**config.mk**
```make
export PLATFORM = sky130hd
export DESIGN_NAME = sbd_ctrl
export DESIGN_NICKNAME = d
export VERILOG_FILES = /design/src/hdl/sbd_pkg.sv /design/src/hdl/sbd_ctrl.sv
export SDC_FILE = /design/constraint.sdc
export NUM_CORES = 1
export LEC_CHECK = 0
export BUFFER_PORTS_ARGS = -buffer_cell sky130_fd_sc_hd__buf_2
export CAP_MARGIN = 20
export CORE_AREA = 2 2 39 41
export CTS_CLUSTER_DIAMETER = 40
export DETAILED_ROUTE_END_ITERATION = 6
export DIE_AREA = 0 0 41 43
export HOLD_SLACK_MARGIN = 0.15
export PLACE_DENSITY = 0.37
export SLEW_MARGIN = 15
export SYNTH_ARGS = -nofsm -noshare
export SYNTH_HDL_FRONTEND = slang
export SYNTH_SLANG_ARGS = --single-unit
export TNS_END_PERCENT = 5
```
**constraint.sdc**
```tcl
create_clock -name i_clk -period 1.25 [get_ports i_clk]
set_clock_uncertainty 0.2 [all_clocks]
set_input_delay 0.125 -clock i_clk [delete_from_list [all_inputs] [get_ports i_clk]]
set_output_delay 0.125 -clock i_clk [all_outputs]
set_load 0.01 [all_outputs]
```
**src/hdl/sbd_pkg.sv**
```systemverilog
// Shared types and constants of the supersample box downsampler.
// No dependencies; every other file of the block imports this package.
package sbd_pkg;

    localparam int PIX_W      = 8;
    localparam int NUM_CH     = 3;
    localparam int SUM_W      = 20;
    localparam int COORD_W    = 11;
    localparam int FACTOR_W   = 4;
    localparam int POS_W      = 10;
    localparam int SIZE_W     = 11;
    localparam int ROW_W      = 10;
    localparam int MAX_HEIGHT = 1024;
    localparam int CFG_IDX_W  = 3;
    localparam int CFG_DATA_W = 11;

    localparam int DEF_MAX_WIDTH  = 1024;
    localparam int DEF_MAX_FACTOR = 8;

    localparam logic [FACTOR_W-1:0] RST_FACTOR        = 4'd1;
    localparam logic [POS_W-1:0]    RST_REGION_X      = 10'd0;
    localparam logic [POS_W-1:0]    RST_REGION_Y      = 10'd0;
    localparam logic [SIZE_W-1:0]   RST_REGION_WIDTH  = 11'd1024;
    localparam logic [SIZE_W-1:0]   RST_REGION_HEIGHT = 11'd1024;

    localparam logic [CFG_IDX_W-1:0] CFG_FACTOR        = 3'd0;
    localparam logic [CFG_IDX_W-1:0] CFG_REGION_X      = 3'd1;
    localparam logic [CFG_IDX_W-1:0] CFG_REGION_Y      = 3'd2;
    localparam logic [CFG_IDX_W-1:0] CFG_REGION_WIDTH  = 3'd3;
    localparam logic [CFG_IDX_W-1:0] CFG_REGION_HEIGHT = 3'd4;

    // Commands from the controller to the datapath.
    typedef struct packed {
        logic capture;
        logic accum;
        logic mul;
        logic load_out;
    } t_dp_cmd;

    // Status from the datapath to the controller.
    typedef struct packed {
        logic last;
        logic out_free;
    } t_dp_status;

endpackage

```
**src/hdl/sbd_ctrl.sv**
```systemverilog
// Controller of the supersample box downsampler: sequences one input beat
// through read, accumulate, multiply and output load. Depends on sbd_pkg.
module sbd_ctrl (
    input  logic               i_clk,
    input  logic               i_rst_n,
    input  logic               i_in_valid,
    output logic               o_in_ready,
    input  sbd_pkg::t_dp_status i_status,
    output sbd_pkg::t_dp_cmd   o_cmd
);
    import sbd_pkg::*;

    typedef enum logic [1:0] {
        ST_IDLE,
        ST_ACC,
        ST_MUL,
        ST_EMIT
    } t_state;

    t_state r_state;
    logic   r_in_ready;
    logic   w_fire;

    assign w_fire     = i_in_valid && r_in_ready;
    assign o_in_ready = r_in_ready;

    always_comb begin
        o_cmd          = '0;
        o_cmd.capture  = w_fire;
        o_cmd.accum    = (r_state == ST_ACC);
        o_cmd.mul      = (r_state == ST_MUL);
        o_cmd.load_out = (r_state == ST_EMIT) && i_status.out_free;
    end

    always_ff @(posedge i_clk) begin
        if (!i_rst_n) begin
            r_state    <= ST_IDLE;
            r_in_ready <= 1'b0;
        end else begin
            unique case (r_state)
                ST_IDLE: begin
                    if (w_fire) begin
                        r_state    <= ST_ACC;
                        r_in_ready <= 1'b0;
                    end else begin
                        r_in_ready <= 1'b1;
                    end
                end
                ST_ACC: begin
                    if (i_status.last) begin
                        r_state <= ST_MUL;
                    end else begin
                        r_state    <= ST_IDLE;
                        r_in_ready <= 1'b1;
                    end
                end
                ST_MUL: begin
                    r_state <= ST_EMIT;
                end
                ST_EMIT: begin
                    // Hold the finished pixel until the output register has room.
                    if (i_status.out_free) begin
                        r_state    <= ST_IDLE;
                        r_in_ready <= 1'b1;
                    end
                end
                default: begin
                    r_state    <= ST_IDLE;
                    r_in_ready <= 1'b0;
                end
            endcase
        end
    end

endmodule

```
# ---- After elaboration in Yosys (flattened, before gate mapping)
# Index checks and enable logic that the tools add are counted.
# Widths: inputs -> output; s select.
dict set report totals {
  regBits 3
  in_bits 5
  out_inout_bits 5
}
dict set report op_classes {
  eq_ne 6
  mux 8
  n_reduce_logical 6
}
# op count
set op_table {}
lappend op_table {{$pmux 2 s4} 1}
lappend op_table {{$mux 2} 3}
lappend op_table {{$ne 2x2->1 const B} 3}
lappend op_table {{$eq 2x2->1 const B} 2}
lappend op_table {{$mux 1} 3}
lappend op_table {{$pmux 1 s3} 1}
lappend op_table {{$reduce_and 3->1} 1}
lappend op_table {{$reduce_bool 3->1} 1}
lappend op_table {{$eq 2x1->1 const B} 1}
lappend op_table {{$logic_and 1x1->1} 2}
lappend op_table {{$logic_not 2->1} 1}
lappend op_table {{$reduce_and 2->1} 1}

# ---- Depth between registers and ports, before layout
# Gate-level depths: netlist of the first run.
dict set report depth {
  ltp_word 3
  depth_mapped 2
  mapped_depth_nobuf 2
}

# ---- Least setup slack after synthesis of the first run
# Ideal clock, no wire load.
dict set report synth_path {
  path_type {reg-to-reg}
  startpoint {reg r_state[0]}
  endpoint {reg r_in_ready, in the netlist o_in_ready}
  setup_time_ps 103
  t_arrival_ps 842
  slack_ps 105
  stages_incl_launch_ff 3
  period_less_slack_ps 1145
  cell_sequence {dfxtp_1 and4bb_1 a2111oi_2}
}
dict set report synth_between {
  elab_chain_cells 3
  elab_cells_between_ends 8
  classes_between {eq/ne: 4; mux: 1; reduce/logical: 3}
}
# item line
set synth_lines {}
lappend synth_lines {{start, declared} sbd_ctrl.sv:20} ;# t_state r_state;
lappend synth_lines {{start signal, assigned} sbd_ctrl.sv:37} ;# r_state <= ST_IDLE;
lappend synth_lines {{start signal, assigned} sbd_ctrl.sv:43} ;# r_state <= ST_ACC;
lappend synth_lines {{start signal, assigned} sbd_ctrl.sv:51} ;# r_state <= ST_MUL;
lappend synth_lines {{$eq 2x1->1 (tied with other cells)} sbd_ctrl.sv:40} ;# unique case (r_state)
lappend synth_lines {{$ne 2x2->1 (no source line) or $reduce_bool 3->1 (tied branches)} --}
lappend synth_lines {{$reduce_and 3->1 (no source line)} --}
lappend synth_lines {{end signal, assigned} sbd_ctrl.sv:38} ;# r_in_ready <= 1'b0;
lappend synth_lines {{end signal, assigned} sbd_ctrl.sv:44} ;# r_in_ready <= 1'b0;
lappend synth_lines {{end signal, assigned} sbd_ctrl.sv:46} ;# r_in_ready <= 1'b1;
lappend synth_lines {{end, declared} sbd_ctrl.sv:21} ;# logic r_in_ready;
# Several ways; a longest one is shown, not always the timed one.
# A chain may end at the register's enable or synchronous reset.

==> results of run 1 <==
==> per-stage QoR <==
step           power [uW]  util, %  hold slack, ns
2_1_floorplan         142        -          0.0425
3_3_place_gp          158     17.0           0.161
3_5_place_dp          159     17.0           0.171
4_1_cts               339     20.5          0.0718
5_1_grt               357     20.8          0.0970
6_report              332     20.8          0.0736
==> worst register-to-register path, cell delays in order (launching register included) <==
cell and delay (ns):
dfxtp_2 0.33, a21boi_1 0.17, a2111oi_2 0.35
==> final timing paths <==
kind	from	end	slack, ns	depth (start not counted)
max reg2reg	register	o_in_ready	0.09	2
max	r_state[0]	o_cmd[0]	0.06	2
min reg2reg	o_in_ready	o_in_ready	0.29	2
min	i_in_valid	r_state[0]	0.07	3
==> cells in the mapped netlist <==
master	n
inv_1	2
nor4bb_1	1
nor2b_1	2
o21a_1	2
buf_4	1
a21boi_1	1
dfxtp_1	3
and4bb_1	1
and2_1	1
and3_1	1
a2111oi_2	1
and3b_1	2
==> power groups by stage <==
stage | Clock, uW | Sequential (uW) | Combinational (uW)
2_1_floorplan | 0 | 113 | 28.7
3_5_place_dp | 0 | 114 | 45.5
5_1_grt | 185 | 115 | 57.4
3_3_place_gp | 0 | 113 | 44.8
6_report | 169 | 113 | 49.8
4_1_cts | 176 | 113 | 50.4
==> placed cells by master (no fill, tap or decap), drive strengths merged <==
master       count
o21a             2
nor2b            2
dlygate4sd3      2
nor4bb           1
and3             1
and2             1
clkbuf           4
dfxtp            3
inv              2
a2111oi          1
and3b            2
buf              9
a21boi           1
and4bb           1
==> logic make-up after synthesis <==
family,count (synthesis)
AO/OA/AOI/OAI,4
buffers and inverters,3
flip-flops,3
AND/OR/NAND/NOR,8
==> final cells by class <==
type,count,area [um^2],share of cell area (%)
Clock buffer,4,26.3,9.13
Sequential cell,3,66.3,23.0
Tap cell,16,20.0,6.96
Timing Repair Buffer,11,65.1,22.6
Inverter,2,7.51,2.61
Multi-Input combinational cell,12,103,35.7
==> per-layer routing <==
layer / global-route usage (%) / vias up
li1: - / 92
met2: 8.13 / 9
met5: 0 / -
met1: 7.03 / 76
met4: 2.00 / 0
met3: 7.85 / 0
==> timing repair <==
| action | CTS | global route |
|---|---|---|
| endpoints found under the hold margin | 3 | 3 |
| endpoints found under the setup margin | 2 | 3 |
| resized for setup | 2 | 2 |
==> metrics.md, run 1 <==
| Metric | Value |
|---|---|
| Placed instance count | `42` |
| Vias in the first global route | `175` |
| Tmin final | `1.19 ns` |
| WL final | `383 um` |
| Yosys warning count | `0` |
| Die width | `41 um` |
| Clock Path Buffers | `2` |
| Critical path endpoint category | `output port` |
| Worst skew pair latency | `0.23 ns` |
| Cell family with most CP delay | `flip-flops` |
| Drt first pass iters | `3` |
| Type of the worst setup path | `register to output port` |
| CTS Sinks | `3` |
| Adder-cell share of the synthesized area | `0%` |
| Cell Count, Final, Fillers Out | `48` |
| Worst Hold Class | `input port to register` |
| Max Cap Viol | `0` |
| Layout cell share with drive strength beyond 1 | `50.0%` |
| Pwr dens | `1150 nW/um^2` |
| Core area | `1380 um^2` |
| Leakage power | `0.000147 uW` |
| Synth top area cells | `dfxtp_1 (34%), and3b_1 (9.9%), a2111oi_2 (8.5%)` |
| Total vias in the final route | `177` |
| Gr ovfl total | `0` |
| GRT Overall Usage | `6.61%` |
| Post-route setup TNS | `0 ns` |
| # rows | `14` |
| Mux contribution to synthesized area | `0%` |
| Distinct cells, synth | `12` |
| First-pass GRT wire length | `724 um` |
| Critical-path cell list | `and3_1, buf_2` |
| Post-route ant nets | `0` |
| Switching Share | `23.6%` |
| Largest family of logic cells by synthesized area | `simple AND/OR/NAND/NOR gates` |
| Drt initial violations | `8` |
| Filler cells | `153` |
| Syn Inst Count | `18` |
| TritonCTS buffer count | `3` |
| Setup repair after global routing missed its margin | `true` |
| Residual DRC | `0` |
| Compound-Gate Fraction of Synth Area | `21.1%` |
| Met1 Wirelength | `163 um` |
| Mean number of vias per cell | `3.69` |
| Port Buffers | `9` |
| Post-Syn Area | `178 um^2` |
| Setup Viol. Count Final | `0` |
| Reg power frac | `34.0%` |
| Switching power of the nets | `78.4 uW` |
| Pre-CTS setup slack | `0.0452 ns` |
| Required time worst endpoint | `0.93 ns` |
| Antenna violations before repair | `0` |
| Sequential share of the synthesized area | `33.8%` |
| Clock Pin Slew Worst Setup and Hold Paths | `0.03 ns` |
| Worst-path fanout max | `8` |
| Post-CTS setup buffer count | `0` |
| Crit start category | `register` |
| Mapped Nets | `23` |
| Buf+Inv Stages, Crit Path | `1` |
| CP max-delay cell | `dfxtp_4` |
| Die Span Y | `43 um` |
| DR WL/cell | `7.98 um` |
| Slowest cell delay on critical path | `0.35 ns` |
| Largest area contributor in the netlist | `dfxtp_1` |
| Logic gate share of total power | `15.0%` |
| Initial core utilization | `12.8%` |
| Clk root buf | `clkbuf_4` |
| Top-area cell type share of the netlist area | `33.8%` |
| #FFs+latches synth | `3` |
| DR WL met3 | `61 um` |
| Max layer used | `met3` |
| Worst-margin pin slew | `0.307 ns` |
| Critical Path AT | `0.87 ns` |
| Post-DP Area | `235 um^2` |
| Design Area, Final | `288 um^2` |
| Final hold violation count | `0` |
| Largest net degree at the start of global routing | `9` |
| H-tree Lvls | `1` |
| Full die area | `1760 um^2` |
| Worst IR Drop VDD | `0.573 mV` |
| Slew headroom | `79.3%` |
| Simple-Gate Fraction of Synth Area | `36.6%` |
| Met2 routed WL | `159 um` |
| Net count, final | `38` |
| Final Slew Violations | `0` |
| Status | `finished clean` |
| Clock power frac | `51.0%` |
| Mean Syn Cell Area | `9.87 um^2` |
| Post-Synth XOR/XNOR Area | `0%` |
| Area growth syn-to-layout | `62.0%` |
| Final period util | `95.5%` |
| Ant. Diodes | `0` |
| GP Congestion | `0.711` |
| CTS tree | `built` |
| Final worst slack | `0.0563 ns` |
| IO Count | `10` |
| P_int | `253 uW` |
| Max Clk Rate | `838 MHz` |
| Hold Buf Count CTS | `2` |
No activity file was read; power rests on OpenSTA's default activity.
==> run 2: changes to the inputs <==
--- a/constraint.sdc
+++ b/constraint.sdc
@@ -3,3 +3,3 @@
 set_input_delay 0.125 -clock i_clk [delete_from_list [all_inputs] [get_ports i_clk]]
 set_output_delay 0.125 -clock i_clk [all_outputs]
-set_load 0.01 [all_outputs]
+set_load 0.02 [all_outputs]
==> metrics.md, run 2 (same netlist as run 1, synthesis figures left out) <==
| Metric | Value |
|---|---|
| Crit Reg-Reg Endpoint | `o_in_ready` |
| Clk root buf | `clkbuf_4` |
| Slew headroom | `76.9% (-2.3 points)` |
| Total power | `350 uW (+5.4%)` |
| Storage cell area | `68.8 um^2 (+3.8%)` |
| Tmin final | `1.22 ns (+0.0282 ns)` |
| Die Span Y | `43 um (unchanged)` |
| Net count, final | `38 (unchanged)` |
| IO Count | `10 (unchanged)` |
| Worst path depth | `2 (unchanged)` |
| Placed instance count | `42 (unchanged)` |
| # rows | `14 (unchanged)` |
| Worst Hold Class | `input port to register` |
| Cell Count, Final, Fillers Out | `48 (unchanged)` |
| Total vias in the final route | `185 (+4.5%)` |
| Antenna violations before repair | `0 (unchanged)` |
| Worst IR Drop VDD | `0.576 mV (+0.52%)` |
| Post-route setup TNS | `0 ns (unchanged)` |
| Max Clk Rate | `818 MHz (-2.3%)` |
| Required time worst endpoint | `0.93 ns (about the same)` |
| Final Slew Violations | `0 (unchanged)` |
| Status | `finished clean` |
| Setup Viol. Count Final | `0 (unchanged)` |
| CTS Sinks | `3 (unchanged)` |
| Hold Buf Count CTS | `2 (unchanged)` |
| Critical-path cell list | `and3_1, buf_4` |
| Full die area | `1760 um^2 (unchanged)` |
| Buf+Inv Stages, Crit Path | `1 (unchanged)` |
| Critical Path End | `o_cmd[0]` |
| Reg-to-reg slack, setup | `0.08 ns (about the same)` |
| Setup repair after global routing missed its margin | `true` |
| Vias in the first global route | `175 (unchanged)` |
| Type of the worst setup path | `register to output port` |
| Worst reg2reg path depth | `2 (unchanged)` |
| Post-CTS setup buffer count | `0 (unchanged)` |
| Clock Pin Slew Worst Setup and Hold Paths | `0.03 ns (about the same)` |
| Footprint of the multi-input gates | `125 um^2 (+22%)` |
| Most frequent cells in the layout | `buf_2 (6), clkbuf_4 (3), buf_4 (3)` |
| Drt first pass iters | `3 (unchanged)` |
| GRT Overall Usage | `6.61% (unchanged)` |
| Most common cell after layout, fill and taps aside | `buf_2` |
| Final hold violation count | `0 (unchanged)` |
| Port Buffers | `9 (unchanged)` |
| H-tree Lvls | `1 (unchanged)` |
| DR WL/cell | `8.38 um (+5.0%)` |
| Gr ovfl total | `0 (unchanged)` |
| Ant. Diodes | `0 (unchanged)` |
| Max Cap Viol | `0 (unchanged)` |
| First-pass GRT wire length | `724 um (unchanged)` |
| Largest net degree at the start of global routing | `9 (unchanged)` |
| Cell family with most CP delay | `flip-flops` |
| Drt initial violations | `4 (-4)` |
| Worst-path fanout max | `8 (unchanged)` |
| GP Congestion | `0.711 (unchanged)` |
| Critical path startpoint | `r_state[0]` |
| Slowest cell delay on critical path | `0.35 ns (about the same)` |
| Residual DRC | `0 (unchanged)` |
| Pwr dens | `1090 nW/um^2 (-5.3%)` |
| CTS tree | `built` |
| Core area | `1380 um^2 (unchanged)` |
| WL final | `402 um (+5.0%)` |
| Post-route ant nets | `0 (unchanged)` |
| Critical path endpoint category | `output port` |
| Clock Path Buffers | `2 (unchanged)` |
| Critical Path AT | `0.90 ns (+0.03 ns)` |
| Leakage power | `0.000151 uW (+2.6%)` |
| Area growth syn-to-layout | `80.3%` |
| Crit start category | `register` |
| TritonCTS buffer count | `3 (unchanged)` |
| Worst skew pair latency | `0.23 ns (about the same)` |
| Worst-margin pin slew | `0.341 ns (+0.0342 ns)` |
| Layout cell share with drive strength beyond 1 | `56.3% (+6.3 points)` |
| CP max-delay cell | `dfxtp_4` |
| Mean number of vias per cell | `3.85 (+4.5%)` |
| Initial core utilization | `12.8% (unchanged)` |
| Filler cells | `150 (-2.0%)` |
| Final period util | `97.8% (+2.3 points)` |
| Die width | `41 um (unchanged)` |
-- run 2: worst min path at each step --
| stage | cells after the start | endpoint | slack [ns] | start |
|---|---|---|---|---|
| 2_1_floorplan | 1 | register | 0.04 | i_rst_n |
| 3_3_place_gp | 2 | r_state[0] | 0.16 | i_rst_n |
| 3_5_place_dp | 2 | r_state[0] | 0.17 | i_rst_n |
| 4_1_cts | 3 | r_state[0] | 0.07 | i_in_valid |
| 5_1_grt | 3 | r_state[0] | 0.1 | i_in_valid |
| 6_report | 3 | r_state[0] | 0.07 | i_in_valid |
-- run 2: metal layers --
metal  GRT usage [%]  routed length (um)
met1            7.03                 164
met3            7.85                  58
met5               0                   0
met2            8.13                 179
met4            2.00                   0
-- run 2: power breakdown --
part / switching (uW) / internal, uW
clock: 50.4 / 120
sequential: 9.80 / 102
combinational: 31.2 / 36.0
total: 91.4 / 258
-- run 2: what timing repair did --
action / CTS / global route
hold endpoints to repair: 3 / 3
resized for setup: 2 / 9
endpoints found under the setup margin: 3 / 5
cloned: 0 / 0
-- run 2: area by class of cell --
class	count	area share (%)
multi-input cells	12	39.1
repair buffers	11	22.7
flip-flops and latches	3	21.5
clock buffers	4	8.20
well taps	16	6.25
inverters	2	2.34
-- run 2: worst register-to-register path: cells and delay by family, from the launching register on --
| kind | cells | cell delay (ns) |
|---|---|---|
| DFF | 1 | 0.35 |
| AOI/OAI and AO/OA | 2 | 0.52 |
-- run 2: through the flow --
stage	utilization, %	hold WS, ns	setup WS (ns)	cell area [um^2]
finish	23.1	0.0699	0.0281	320
global route	23.1	0.0971	-0.0110	320
floorplan	-	0.0425	0.0752	178
global placement	17.0	0.161	0.0667	235
detailed placement	17.0	0.171	0.0452	235
CTS	20.5	0.0718	0.0121	284
